==> config.mk <==
export PLATFORM = sky130hd
export DESIGN_NAME = stop_string_matcher_flat
export DESIGN_NICKNAME = d
export VERILOG_FILES = /design/src/ssm_pkg.sv /design/src/ssm_if.sv /design/src/stop_string_matcher.sv /design/src/flat_wrapper.sv
export SDC_FILE = /design/constraint.sdc
export NUM_CORES = 1
export LEC_CHECK = 0
export BUFFER_PORTS_ARGS = -buffer_cell sky130_fd_sc_hd__buf_4
export CAP_MARGIN = 20
export CORE_ASPECT_RATIO = 0.9
export CORE_MARGIN = 2
export CORE_UTILIZATION = 58
export CTS_CLUSTER_SIZE = 10
export DETAILED_ROUTE_END_ITERATION = 16
export PLACE_DENSITY = 0.78
export RECOVER_POWER = 25
export SLEW_MARGIN = 40
export SYNTH_ARGS = -nofsm -noshare
export SYNTH_HDL_FRONTEND = slang
export SYNTH_SLANG_ARGS = --single-unit
==> constraint.sdc <==
create_clock -name clock -period 11.8 [get_ports clock]
set_clock_uncertainty 0.1 [all_clocks]
set_input_delay 0.59 -clock clock [delete_from_list [all_inputs] [get_ports clock]]
set_output_delay 0.59 -clock clock [all_outputs]
set_load 0.005 [all_outputs]
==> src/ssm_pkg.sv <==
// ssm_pkg: shared types and constants for the stop string matcher.
// No dependencies; used by the channel interfaces and the top level.
`timescale 1ns / 1ps

package ssm_pkg;

   localparam int MAX_PATTERN_LEN = 8;
   localparam int NUM_PATTERNS    = 4;
   localparam int HIST_DEPTH      = MAX_PATTERN_LEN - 1;
   localparam int BYTE_W          = 8;
   localparam int LEN_W           = 4;
   localparam int POS_W           = $clog2(MAX_PATTERN_LEN);
   localparam int COUNT_W         = 32;
   localparam int INDEX_W         = 2;
   localparam int CSR_DATA_W      = 64;
   localparam int CSR_INDEX_W     = 3;

   typedef enum logic [CSR_INDEX_W-1:0] {
      CSR_PATTERN_A = 3'd0,
      CSR_PATTERN_B = 3'd1,
      CSR_PATTERN_C = 3'd2,
      CSR_PATTERN_D = 3'd3,
      CSR_LENGTH_A  = 3'd4,
      CSR_LENGTH_B  = 3'd5,
      CSR_LENGTH_C  = 3'd6,
      CSR_LENGTH_D  = 3'd7
   } csr_index_type;

   typedef logic [MAX_PATTERN_LEN-1:0][BYTE_W-1:0] pattern_type;

   typedef struct packed {
      logic                 matched;
      logic [COUNT_W-1:0]   match_offset;
      logic [INDEX_W-1:0]   match_index;
      logic                 cancel_requested;
      logic                 cancel_fire;
   } rsp_payload_type;

endpackage

==> src/ssm_if.sv <==
// Valid/ready channel interfaces for the stop string matcher.
// Depends on ssm_pkg for field widths.
`timescale 1ns / 1ps

interface ssm_req_if;
   logic                         valid;
   logic                         ready;
   logic [ssm_pkg::BYTE_W-1:0]   data_byte;
   logic                         chunk_last;
   logic                         cancel_poll;

   modport source (output valid, data_byte, chunk_last, cancel_poll, input ready);
   modport sink   (input valid, data_byte, chunk_last, cancel_poll, output ready);
endinterface

interface ssm_rsp_if;
   logic                          valid;
   logic                          ready;
   logic                          matched;
   logic [ssm_pkg::COUNT_W-1:0]   match_offset;
   logic [ssm_pkg::INDEX_W-1:0]   match_index;
   logic                          cancel_requested;
   logic                          cancel_fire;

   modport source (output valid, matched, match_offset, match_index, cancel_requested,
                   cancel_fire, input ready);
   modport sink   (input valid, matched, match_offset, match_index, cancel_requested,
                   cancel_fire, output ready);
endinterface

==> src/stop_string_matcher.sv <==
// stop_string_matcher: byte-serial detector of up to four stop strings.
// Each rsp item is registered. Throughput: one byte per cycle while req is ready;
// the match and latch update for a byte is done in the cycle of its transfer.
// A two-entry output buffer keeps req ready while one result waits on rsp.
// Reset (synchronous, active high) clears patterns, lengths, count, latches and buffer.
// Depends on ssm_pkg and ssm_if.
`timescale 1ns / 1ps

module stop_string_matcher (
   input  logic                                clock,
   input  logic                                reset,
   ssm_req_if.sink                             req_bus,
   ssm_rsp_if.source                           rsp_bus,
   input  logic                                csr_write_en,
   input  ssm_pkg::csr_index_type              csr_index,
   input  logic [ssm_pkg::CSR_DATA_W-1:0]      csr_data
);

   // configuration
   ssm_pkg::pattern_type                pattern_ff [ssm_pkg::NUM_PATTERNS];
   logic [ssm_pkg::LEN_W-1:0]           length_ff  [ssm_pkg::NUM_PATTERNS];

   // scan state
   logic [ssm_pkg::BYTE_W-1:0]          history_ff [ssm_pkg::HIST_DEPTH];
   logic [ssm_pkg::COUNT_W-1:0]         count_ff,   count_in;
   logic                                matched_ff, matched_in;
   logic [ssm_pkg::COUNT_W-1:0]         offset_ff,  offset_in;
   logic [ssm_pkg::INDEX_W-1:0]         index_ff,   index_in;
   logic                                cancel_ff,  cancel_in;
   logic                                fired_ff,   fired_in;

   // output buffer
   ssm_pkg::rsp_payload_type            out_ff, skid_ff, result;
   logic                                out_valid_ff, skid_valid_ff;

   logic                                accept, pop;
   logic [ssm_pkg::BYTE_W-1:0]          window [ssm_pkg::MAX_PATTERN_LEN];
   logic [ssm_pkg::NUM_PATTERNS-1:0]    hit;
   logic [ssm_pkg::LEN_W-1:0]           best_len;
   logic [ssm_pkg::INDEX_W-1:0]         best_idx;
   logic                                fire;

   assign req_bus.ready = !skid_valid_ff;
   assign accept        = req_bus.valid && req_bus.ready;
   assign pop           = out_valid_ff && rsp_bus.ready;

   // window[0] is the current byte, window[k] the byte k places earlier
   always_comb begin
      window[0] = req_bus.data_byte;
      for (int k = 1; k < ssm_pkg::MAX_PATTERN_LEN; k++) begin
         window[k] = history_ff[k-1];
      end
   end

   always_comb begin
      logic [ssm_pkg::LEN_W-1:0] len_m1;
      logic [ssm_pkg::LEN_W-1:0] pos;
      for (int p = 0; p < ssm_pkg::NUM_PATTERNS; p++) begin
         len_m1 = length_ff[p] - ssm_pkg::LEN_W'(1);
         hit[p] = (length_ff[p] != '0)
               && (length_ff[p] <= ssm_pkg::LEN_W'(ssm_pkg::MAX_PATTERN_LEN))
               && (count_ff >= ssm_pkg::COUNT_W'(len_m1));
         for (int k = 0; k < ssm_pkg::MAX_PATTERN_LEN; k++) begin
            pos = len_m1 - ssm_pkg::LEN_W'(k);
            if (ssm_pkg::LEN_W'(k) < length_ff[p]
                && pattern_ff[p][pos[ssm_pkg::POS_W-1:0]] != window[k]) begin
               hit[p] = 1'b0;
            end
         end
      end
   end

   // longest string wins, lowest index among equal lengths
   always_comb begin
      best_len = '0;
      best_idx = '0;
      for (int p = 0; p < ssm_pkg::NUM_PATTERNS; p++) begin
         if (hit[p] && length_ff[p] > best_len) begin
            best_len = length_ff[p];
            best_idx = ssm_pkg::INDEX_W'(p);
         end
      end
   end

   always_comb begin
      cancel_in  = cancel_ff;
      matched_in = matched_ff;
      offset_in  = offset_ff;
      index_in   = index_ff;
      fire       = 1'b0;
      if (req_bus.chunk_last && req_bus.cancel_poll) begin
         cancel_in = 1'b1;
         fire      = !cancel_ff && !fired_ff;
      end
      if (!matched_ff && best_len != '0) begin
         matched_in = 1'b1;
         index_in   = best_idx;
         offset_in  = count_ff - ssm_pkg::COUNT_W'(best_len - ssm_pkg::LEN_W'(1));
         fire       = fire || !fired_ff;
      end
      fired_in = fired_ff || fire;
      count_in = (&count_ff) ? count_ff : count_ff + ssm_pkg::COUNT_W'(1);

      result.matched          = matched_in;
      result.match_offset     = offset_in;
      result.match_index      = index_in;
      result.cancel_requested = cancel_in;
      result.cancel_fire      = fire;
   end

   always_ff @(posedge clock) begin
      if (reset) begin
         for (int p = 0; p < ssm_pkg::NUM_PATTERNS; p++) begin
            pattern_ff[p] <= '0;
            length_ff[p]  <= '0;
         end
      end else if (csr_write_en) begin
         unique case (csr_index)
            ssm_pkg::CSR_PATTERN_A: pattern_ff[0] <= csr_data;
            ssm_pkg::CSR_PATTERN_B: pattern_ff[1] <= csr_data;
            ssm_pkg::CSR_PATTERN_C: pattern_ff[2] <= csr_data;
            ssm_pkg::CSR_PATTERN_D: pattern_ff[3] <= csr_data;
            ssm_pkg::CSR_LENGTH_A:  length_ff[0]  <= csr_data[ssm_pkg::LEN_W-1:0];
            ssm_pkg::CSR_LENGTH_B:  length_ff[1]  <= csr_data[ssm_pkg::LEN_W-1:0];
            ssm_pkg::CSR_LENGTH_C:  length_ff[2]  <= csr_data[ssm_pkg::LEN_W-1:0];
            ssm_pkg::CSR_LENGTH_D:  length_ff[3]  <= csr_data[ssm_pkg::LEN_W-1:0];
         endcase
      end
   end

   // history needs no reset: the byte count guards every read
   always_ff @(posedge clock) begin
      if (accept) begin
         history_ff[0] <= req_bus.data_byte;
         for (int k = 1; k < ssm_pkg::HIST_DEPTH; k++) begin
            history_ff[k] <= history_ff[k-1];
         end
      end
   end

   always_ff @(posedge clock) begin
      if (reset) begin
         count_ff   <= '0;
         matched_ff <= 1'b0;
         offset_ff  <= '0;
         index_ff   <= '0;
         cancel_ff  <= 1'b0;
         fired_ff   <= 1'b0;
      end else if (accept) begin
         count_ff   <= count_in;
         matched_ff <= matched_in;
         offset_ff  <= offset_in;
         index_ff   <= index_in;
         cancel_ff  <= cancel_in;
         fired_ff   <= fired_in;
      end
   end

   always_ff @(posedge clock) begin
      if (reset) begin
         out_valid_ff  <= 1'b0;
         skid_valid_ff <= 1'b0;
      end else if (skid_valid_ff) begin
         if (pop) begin
            out_ff        <= skid_ff;
            skid_valid_ff <= 1'b0;
         end
      end else if (accept) begin
         if (!out_valid_ff || pop) begin
            out_ff       <= result;
            out_valid_ff <= 1'b1;
         end else begin
            skid_ff       <= result;
            skid_valid_ff <= 1'b1;
         end
      end else if (pop) begin
         out_valid_ff <= 1'b0;
      end
   end

   assign rsp_bus.valid            = out_valid_ff;
   assign rsp_bus.matched          = out_ff.matched;
   assign rsp_bus.match_offset     = out_ff.match_offset;
   assign rsp_bus.match_index      = out_ff.match_index;
   assign rsp_bus.cancel_requested = out_ff.cancel_requested;
   assign rsp_bus.cancel_fire      = out_ff.cancel_fire;

endmodule
==> src/flat_wrapper.sv <==
// flat-port wrapper written by rule: the top's interface ports become plain ports
module stop_string_matcher_flat 
  (clock, reset, csr_write_en, csr_index, csr_data, req_bus_valid, req_bus_data_byte, req_bus_chunk_last, req_bus_cancel_poll, req_bus_ready, rsp_bus_valid, rsp_bus_matched, rsp_bus_match_offset, rsp_bus_match_index, rsp_bus_cancel_requested, rsp_bus_cancel_fire, rsp_bus_ready);
  ssm_req_if req_bus_i ();
  ssm_rsp_if rsp_bus_i ();
  input  logic clock;
  input  logic reset;
  input  logic csr_write_en;
  input  ssm_pkg::csr_index_type csr_index;
  input  logic [ssm_pkg::CSR_DATA_W-1:0] csr_data;
  input wire logic [$bits(req_bus_i.valid)-1:0] req_bus_valid;
  input wire logic [$bits(req_bus_i.data_byte)-1:0] req_bus_data_byte;
  input wire logic [$bits(req_bus_i.chunk_last)-1:0] req_bus_chunk_last;
  input wire logic [$bits(req_bus_i.cancel_poll)-1:0] req_bus_cancel_poll;
  output wire logic [$bits(req_bus_i.ready)-1:0] req_bus_ready;
  output wire logic [$bits(rsp_bus_i.valid)-1:0] rsp_bus_valid;
  output wire logic [$bits(rsp_bus_i.matched)-1:0] rsp_bus_matched;
  output wire logic [$bits(rsp_bus_i.match_offset)-1:0] rsp_bus_match_offset;
  output wire logic [$bits(rsp_bus_i.match_index)-1:0] rsp_bus_match_index;
  output wire logic [$bits(rsp_bus_i.cancel_requested)-1:0] rsp_bus_cancel_requested;
  output wire logic [$bits(rsp_bus_i.cancel_fire)-1:0] rsp_bus_cancel_fire;
  input wire logic [$bits(rsp_bus_i.ready)-1:0] rsp_bus_ready;
  assign req_bus_i.valid = req_bus_valid;
  assign req_bus_i.data_byte = req_bus_data_byte;
  assign req_bus_i.chunk_last = req_bus_chunk_last;
  assign req_bus_i.cancel_poll = req_bus_cancel_poll;
  assign req_bus_ready = req_bus_i.ready;
  assign rsp_bus_valid = rsp_bus_i.valid;
  assign rsp_bus_matched = rsp_bus_i.matched;
  assign rsp_bus_match_offset = rsp_bus_i.match_offset;
  assign rsp_bus_match_index = rsp_bus_i.match_index;
  assign rsp_bus_cancel_requested = rsp_bus_i.cancel_requested;
  assign rsp_bus_cancel_fire = rsp_bus_i.cancel_fire;
  assign rsp_bus_i.ready = rsp_bus_ready;
  stop_string_matcher u_core (.clock(clock), .reset(reset), .req_bus(req_bus_i), .rsp_bus(rsp_bus_i), .csr_write_en(csr_write_en), .csr_index(csr_index), .csr_data(csr_data));
endmodule
==> After elaboration in Yosys (flattened, before gate mapping) <==
Memory sizes are Yosys's and may differ from the RTL's.
Cells that the tools add are included.
{ "word_totals": {"regBits": 145, "ramBits": 328, "input_bits": 82, "out_inout_bits": 39, "elab_cells": 420, "memories": 3} }
{ "memory_table": {"columns": ["name", "words", "word_bits", "read_ports", "rd_ports_with_merged_regs", "wr", "line", "text"], "rows": [
  ["u_core.pattern_ff", 4, 64, 4, 0, 4, "stop_string_matcher.sv:20", "ssm_pkg::pattern_type pattern_ff [ssm_pkg::NUM_PATTERNS];"],
  ["u_core.history_ff", 7, 8, 7, 0, 7, "stop_string_matcher.sv:24", "logic [ssm_pkg::BYTE_W-1:0] history_ff [ssm_pkg::HIST_DEPTH];"],
  ["u_core.length_ff", 4, 4, 4, 0, 4, "stop_string_matcher.sv:21", "logic [ssm_pkg::LEN_W-1:0] length_ff [ssm_pkg::NUM_PATTERNS];"]
]} }
{ "classes": {"n_addsub": 35, "order_cmp": 76, "eq_ne": 41, "n_mux": 164, "bitwise": 12, "reduce_logical": 71} }
{ "ops": {"columns": ["operator", "n"], "rows": [
  ["8-bit binary-select mux with 3-bit select", 32],
  ["64-bit 2-to-1 mux", 4],
  ["8-bit 2-to-1 mux", 32],
  ["8-bit != test", 32],
  ["37-bit 2-to-1 mux", 4],
  ["32-bit by 4-bit greater-or-equal comparator with 1-bit output", 4],
  ["3-bit by 4-bit less-than comparator with 1-bit output, second input constant", 32],
  ["1-bit 2-to-1 mux", 80],
  ["3-bit by 4-bit less-than comparator with 1-bit output, first input constant", 16],
  ["1-bit logical AND", 49],
  ["3-bit subtractor, second input constant", 16],
  ["32-bit by 1-bit adder with 32-bit output, second input constant", 1],
  ["1-bit by 4-bit less-than comparator with 1-bit output, first input constant", 8],
  ["2-bit by 4-bit less-than comparator with 1-bit output, first input constant", 8],
  ["32-bit 2-to-1 mux", 1],
  ["4-bit 2-to-1 mux", 8],
  ["32-bit AND reduction", 1],
  ["32-bit subtractor", 1],
  ["3-bit by 2-bit subtractor with 3-bit output, second input constant", 8],
  ["4-bit nonzero test", 5],
  ["4-bit less-or-equal comparator, second input constant", 4],
  ["4-bit by 1-bit subtractor with 4-bit output, second input constant", 4],
  ["3-bit equality test, second input constant", 4],
  ["4-bit > comparator", 3],
  ["other kinds (16)", 42]
]} }

==> Depth between registers and ports, before layout <==
Gate-level depths: netlist of run 1.
An unclocked memory read counts as a cell.
{ "depth": {"ltp_word": 31, "mapped_depth": 64, "mapped_depth_nobuf": 57} }

==> Least setup slack after synthesis of run 1 <==
OpenSTA, ideal clock, no wires.
{ "synth_path": {"path_kind": "register to register", "from": "memory u_core.length_ff[0][0] (netlist bit)", "to": "register u_core.out_ff, in the netlist u_core.rsp_bus.match_offset[28], data pin", "setup_ns": 0.260, "t_arrival_ns": 12.290, "t_required_ns": 11.440, "slack_ns": -0.850, "stages_incl_launch_ff": 60, "path_buffers": 6, "period_less_slack_ns": 12.650, "cell_sequence": "edfxtp_1 > buf_4 > buf_6 > buf_1 > inv_1 > ha_1 > buf_2 > xnor2_1 > buf_2 > mux2i_1 > xnor2_1 > a2111oi_1 > nand4_1 > a2111oi_2 > nand4_1 > ha_1 > nor2b_1 > o21a_1 > [24 not listed] > a21oi_1 > o21bai_1 > a21oi_1 > o21bai_1 > a21oi_1 > o21bai_1 > a21oi_1 > o21bai_1 > a21oi_1 > o21bai_1 > a21oi_1 > o21a_1 > or3_1 > nand4_1 > a31o_2 > a211o_1 > a31o_2 > mux2_2"} }
{ "synth_rtl": {"columns": ["element", "line", "text"], "rows": [
  ["start, declared", "stop_string_matcher.sv:21", null],
  ["end signal, assigned", "stop_string_matcher.sv:165", "out_ff <= skid_ff;"],
  ["end signal, assigned", "stop_string_matcher.sv:170", "out_ff <= result;"],
  ["end, declared", "stop_string_matcher.sv:33", "ssm_pkg::rsp_payload_type out_ff, skid_ff, result;"]
]} }

==> results of run 1 <==
## worst reg2reg max path: cells and delay by family, from the launching register on
family          cells  cell delay (ps)
xor+xnor            1              130
mux                 5             1450
compound gates     26             4120
simple gates       14             2620
fa+ha+maj           5             1750
buf+inv             6              660
flops               1              380
## cells by family (layout without fill, tap and decap cells)
| kind of cell | count (synthesis) | in the layout | share of synthesized area (%) |
|---|---|---|---|
| AOI/OAI and AO/OA | 234 | 234 | 4.96 |
| and+or+nand+nor | 727 | 727 | 12.0 |
| other | 0 | 9 | 0 |
| buffers and inverters | 219 | 429 | 3.02 |
| adders and majority gates | 72 | 72 | 2.72 |
| xor gates and xnor gates | 340 | 340 | 9.21 |
| muxes | 588 | 588 | 27.7 |
| DFF | 473 | 473 | 40.4 |
## power breakdown
part	switching, mW	internal (mW)
Clock	0.704	0.893
Combinational	0.977	0.699
Sequential	0.126	1.92
## stage by stage
stage | utilization (%) | std cells | cell area [um2] | power [mW]
finish | 66.7 | 3637 | 38000 | 5.32
global route | 66.7 | 3636 | 38000 | 5.43
CTS | 66.0 | 3604 | 37600 | 5.25
floorplan | - | 2653 | 33400 | 3.03
global placement | 62.8 | 3505 | 35800 | 3.64
detailed placement | 63.0 | 3508 | 35900 | 3.66
## worst min-delay path by stage
stage | cells past startpoint | start | endpoint | slack, ps
2_1_floorplan | 0 | u_core.history_ff[0][1] | u_core.history_ff[1][1] | 320
3_3_place_gp | 2 | u_core.offset_ff[17] | u_core.offset_ff[17] | 340
3_5_place_dp | 2 | u_core.offset_ff[23] | u_core.offset_ff[23] | 350
4_1_cts | 2 | rsp_bus_ready | u_core.skid_valid_ff | 60
5_1_grt | 2 | rsp_bus_ready | u_core.skid_valid_ff | 80
6_report | 2 | rsp_bus_ready | u_core.skid_valid_ff | 80
## sequential cells by signal, summed over array words and instances, names as in the netlist
signal / flops
u_core.rsp_bus.cancel_fire: 1
u_core.rsp_bus.match_offset: 32
u_core.pattern_ff: 256
u_core.length_ff: 16
u_core.history_ff: 56
u_core.skid_ff: 37
u_core.rsp_bus.matched: 1
u_core.offset_ff: 32
u_core.index_ff: 2
u_core.fired_ff: 1
u_core.rsp_bus.match_index: 2
u_core.count_ff: 32
u_core.rsp_bus.valid: 1
u_core.skid_valid_ff: 1
u_core.matched_ff: 1
u_core.cancel_ff: 1
u_core.rsp_bus.cancel_requested: 1
## per-layer routing
layer | vias to the layer above | GRT usage (%) | routed length, um
met2 | 1596 | 65.7 | 56900
met1 | 12492 | 53.3 | 46000
met3 | 292 | 11.4 | 13900
met5 | - | 0 | 0
li1 | 10418 | - | -
met4 | 0 | 22.3 | 7660
## final cells by class
cell class,count,area (um2)
Multi-Input combinational cell,1961,19400
Fill cell,4176,19000
Sequential cell,473,13500
Timing Repair Buffer,286,2290
Clock buffer,82,1530
Tap cell,765,957
Inverter,50,189
Clock inverter,11,115
Antenna cell,9,22.5
## repair_timing
item	in CTS	in global routing
pin swaps	3	53
setup endpoints to repair	5	48
setup buffers	2	24
gates cloned	1	0
gates resized for setup	6	79
endpoints found under the hold margin	0	0
## layout by cell type (no fill, tap or decap), types with 8 or more instances in the layout
| master | instances |
|---|---|
| edfxtp_1 | 402 |
| and2_1 | 264 |
| mux4_2 | 260 |
| mux2i_1 | 247 |
| xnor2_1 | 229 |
| buf_4 | 208 |
| nor2_1 | 119 |
| nand2_1 | 99 |
| xor2_1 | 95 |
| dfxtp_1 | 71 |
| ha_1 | 63 |
| mux2_2 | 61 |
| a21oi_1 | 60 |
| clkbuf_16 | 57 |
| clkbuf_1 | 55 |
| inv_1 | 41 |
| nor4_1 | 41 |
| nand4_1 | 41 |
| o21ai_0 | 36 |
| nand3_1 | 28 |
| nor3_1 | 27 |
| clkbuf_4 | 22 |
| buf_12 | 16 |
| nand2b_1 | 15 |
| and2_0 | 15 |
| a21o_1 | 14 |
| mux2i_2 | 14 |
| nor2b_1 | 11 |
| diode_2 | 9 |
| o21bai_1 | 9 |
| o21a_1 | 8 |
| a21oi_2 | 8 |
==> reports/summary.txt, run 1 <==
Status -> complete, but fails checks
Failing checks -> max-capacitance violations, max-slew violations
WS Path Type -> flop to flop
Period utilization -> 97.4%
CTS root buffer -> clkbuf_16
Arr. time, crit path -> 11770 ps
RSZ-0062 raised after global routing -> true
Worst-Skew Late Latency -> 660 ps
Relative slew slack -> -184%
WL final -> 125000 um
Max VDD drop -> 0.000121 V
Crit-path max cell delay -> 530 ps
Critical-path maximum fanout -> 7
Post-synth top cells -> edfxtp_1, and2_1, mux2i_1
Fraction of layout cells with a size suffix above 1 -> 26.7%
Power per Cell Area -> 140 nW/um2
Post-synth EDFFs -> 402
Core ar. -> 57000 um2
Gate count of the mapped netlist -> 2653
Num CTS Buffers -> 56
Synth area leaders -> edfxtp_1, mux4_2, mux2i_1, xnor2_1, and2_1
Fin Setup TNS -> 0 ps
Final Worst Setup Slack -> 309 ps
Setup-failing EPs final -> 0
FF-to-FF End -> u_core.rsp_bus.match_offset[28]
Yosys warnings -> 0
Area delta synth->final -> 13.9%
Mapped Nets -> 2807
Netlist Area Pre-Place -> 33400 um2
Clock transition at the registers of the reported paths -> 60 ps
Row count -> 83
Die height -> 232 um
Min-Delay Path Class -> input port to flop
Slew of the pin with the lowest slew margin -> 4260 ps
Port-buffer cells -> 120
Num ports -> 121
#FFs+latches synth -> 473
Peak Freq -> 87.0 MHz
Top Family by Delay on Critical Path -> compound AO/OA/AOI/OAI gates
Largest area contributor in the netlist -> edfxtp_1
Register area share after synthesis -> 40.4%
Drt drc -> 0
Initial Util -> 58.6%
DPL Wire Length -> 97100 um
Ys async rst share -> 0%
Crit path from -> u_core.length_ff[0][0]
GPL Wtd Cong -> 1.12
Initial antenna violation count -> 9
Hold Slack -> 80.5 ps
CP Launch Type -> flop
Die W -> 257 um
Reg2Reg Depth -> 57
Slowest cell on the critical path -> mux4_2
GR Overflow Total -> 0
Clk sinks -> 473
Top_reg_cell synth -> edfxtp_1
Worst R2R Start -> u_core.length_ff[0][0]
Clock Path Buffers -> 3
Vias in the first global route -> 24138
Synth Area per Inst -> 12.6 um2
Slew Viols, Final -> 308
CTS Hold Bufs -> 0
Final ANT Viol Nets -> 0
Final period demand of the worst path -> 11490 ps
Setup slack, reg-to-reg -> 310 ps
Most Frequent Cell on Critical Path -> a21oi_2
Wire per inst -> 34.2 um
Htree depth -> 2
Drt first pass iters -> 5
Library cells used by synthesis -> 86
Worst path required time -> 12080 ps
Final Hold Viols -> 0
DR vias -> 24798
Pin count of the biggest net entering global routing -> 71
TritonCTS clock tree -> built
Share of the synthesized area in the top cell type -> 36.2%
Final net count -> 2982
Max-cap violations -> 8
Buf/Inv on CP -> 6
Placement Setup Slack -> -199 ps
Initial drt markers -> 3332
CP endpoint kind -> flop
Die ar. -> 59500 um2
Drt via density -> 6.82
Stages on worst setup path -> 57
First-pass GRT wire length -> 175000 um
Count leader, synth -> edfxtp_1
Worst setup endpoint -> u_core.rsp_bus.match_offset[28]
Leakage power -> 14.1 nW
Total GRT Usage -> 41.8%
Power figures use the tool's default switching activity.
==> run 2: changes to the inputs <==
- CORE_UTILIZATION: 58 -> 45
- PLACE_DENSITY: 0.78 -> default
==> reports/summary.txt, run 2 (synthesized netlist as in run 1, its figures left out) <==
Status -> complete, but fails checks (unchanged)
Failing checks -> max-capacitance violations, max-slew violations (unchanged)
DPL Wire Length -> 95200 um (was 97100 um)
Wire per inst -> 32.7 um (was 34.2 um)
RSZ-0062 raised after global routing -> true (unchanged)
Setup-failing EPs final -> 0 (unchanged)
Final ANT Viol Nets -> 0 (unchanged)
Die W -> 291 um (was 257 um)
CTS Hold Bufs -> 0 (unchanged)
First-pass GRT wire length -> 174000 um (was 175000 um)
GR Overflow Total -> 0 (unchanged)
WL final -> 124000 um (was 125000 um)
Drt first pass iters -> 5 (unchanged)
WS Path Type -> flop to flop (unchanged)
Final net count -> 2968 (was 2982)
Setup slack, reg-to-reg -> 330 ps (was 310 ps)
FF-to-FF End -> u_core.rsp_bus.match_offset[28] (unchanged)
Row count -> 94 (was 83)
Num ports -> 121 (unchanged)
Port-buffer cells -> 120 (unchanged)
Leakage power -> 14.0 nW (was 14.1 nW)
Dpl cells -> 3680 (was 3508)
Die height -> 262 um (was 232 um)
Crit path from -> u_core.length_ff[0][0] (unchanged)
Final Hold Viols -> 0 (unchanged)
Largest Register -> u_core.pattern_ff (unchanged)
Max FFs per register -> 256 (unchanged)
Min-Delay Path Class -> input port to flop (unchanged)
Clock Path Buffers -> 3 (unchanged)
CP Launch Type -> flop (unchanged)
Initial drt markers -> 2955 (was 3332)
Num CTS Buffers -> 56 (unchanged)
Commonest non-fill, non-tap cell in the layout -> edfxtp_1 (unchanged)
Initial antenna violation count -> 17 (was 9)
Hold_sp -> rsp_bus_ready (unchanged)
Core ar. -> 73300 um2 (was 57000 um2)
Clk sinks -> 473 (unchanged)
TritonCTS clock tree -> built (unchanged)
Relative slew slack -> -176% (was -184%)
Worst hold path depth -> 2 (unchanged)
Critical-path maximum fanout -> 8 (was 7)
Die ar. -> 76400 um2 (was 59500 um2)
Clock transition at the registers of the reported paths -> 60 ps (about the same)
Worst-Skew Late Latency -> 640 ps (was 660 ps)
Total GRT Usage -> 31.9% (was 41.8%)
Reg2Reg Depth -> 56 (was 57)
Fin Setup TNS -> 0 ps (unchanged)
Period utilization -> 97.2% (was 97.4%)
Post-route insts no fill -> 3807 (was 3637)
Buf/Inv on CP -> 6 (unchanged)
Max VDD drop -> 0.000118 V (was 0.000121 V)
Worst R2R Start -> u_core.length_ff[0][0] (unchanged)
Htree depth -> 2 (unchanged)
CP endpoint kind -> flop (unchanged)
Crit-path max cell delay -> 440 ps (was 530 ps)
DR vias -> 24518 (was 24798)
Top Family by Delay on Critical Path -> compound AO/OA/AOI/OAI gates (unchanged)
Max-cap violations -> 7 (was 8)
Fraction of layout cells with a size suffix above 1 -> 25.7% (was 26.7%)
Worst path required time -> 12080 ps (about the same)
Power per Cell Area -> 136 nW/um2 (was 140 nW/um2)
Drt via density -> 6.44 (was 6.82)
Area delta synth->final -> 13.8% (was 13.9%)
Slew Viols, Final -> 323 (was 308)
Arr. time, crit path -> 11750 ps (was 11770 ps)
GPL Wtd Cong -> 1.06 (was 1.12)
Slowest cell on the critical path -> o41ai_4 (was mux4_2)
Slew of the pin with the lowest slew margin -> 4150 ps (was 4260 ps)
Top flop regs -> u_core.pattern_ff: 256 flops, u_core.history_ff: 56 flops, u_core.skid_ff: 37 flops (unchanged)
Hold Slack -> 75.8 ps (was 80.5 ps)
Most Frequent Cell on Critical Path -> a21oi_2 (unchanged)
CTS root buffer -> clkbuf_16 (unchanged)
Vias in the first global route -> 23506 (was 24138)
Peak Freq -> 87.2 MHz (was 87.0 MHz)
Drt drc -> 0 (unchanged)
Initial Util -> 45.6% (was 58.6%)
Pin count of the biggest net entering global routing -> 69 (was 71)
Worst Hold End -> u_core.skid_valid_ff (unchanged)
Final period demand of the worst path -> 11470 ps (was 11490 ps)
Most frequent cells in the layout -> edfxtp_1, and2_1, mux4_2, mux2i_1, xnor2_1 (unchanged)
run 2: cell type report:
cell class | instances | area (um2)
Timing Repair Buffer | 272 | 2130
Tap cell | 960 | 1200
Clock buffer | 74 | 1480
Clock inverter | 11 | 96.3
Multi-Input combinational cell | 1961 | 19400
Sequential cell | 473 | 13500
Antenna cell | 6 | 15.0
Fill cell | 6335 | 35300
Inverter | 50 | 189
run 2: metrics by stage:
stage	utilization (%)	setup WS, ps	cell area (um2)	power (mW)
floorplan	-	2.74	33400	3.03
global placement	48.9	218	35800	3.51
detailed placement	49.0	41.9	35900	3.53
CTS	51.1	46.8	37500	5.10
global route	51.8	-204	38000	5.32
finish	51.8	334	38000	5.17
run 2: per-layer routing:
metal  GRT usage, %  vias to the layer above  part of all wire, %
met5              0                        -                0.036
li1               -                    10395                    -
met1           43.6                    12481                   40
met3           6.35                      290                  9.7
met2           49.4                     1346                   45
met4           13.7                        6                  5.0
run 2: worst max path at each step:
stage / endpoint / cells after the start
2_1_floorplan: u_core.rsp_bus.match_offset[28] / 60
3_3_place_gp: u_core.rsp_bus.match_offset[28] / 55
3_5_place_dp: u_core.rsp_bus.match_offset[28] / 53
4_1_cts: u_core.rsp_bus.match_offset[28] / 55
5_1_grt: u_core.rsp_bus.match_offset[28] / 57
6_report: u_core.rsp_bus.match_offset[28] / 56
run 2: repair_timing:
action,CTS,global route
endpoints found under the setup margin,1,50
setup buffers,0,32
gates resized for setup,2,78
pin swaps,1,52
gates cloned,0,3
run 2: where the power goes:
group          leakage, nW  internal, mW  total [mW]  switching, mW
clock network        0.762         0.868        1.58          0.708
logic                 8.83         0.691        1.53          0.836
registers             4.41          1.92        2.06          0.141
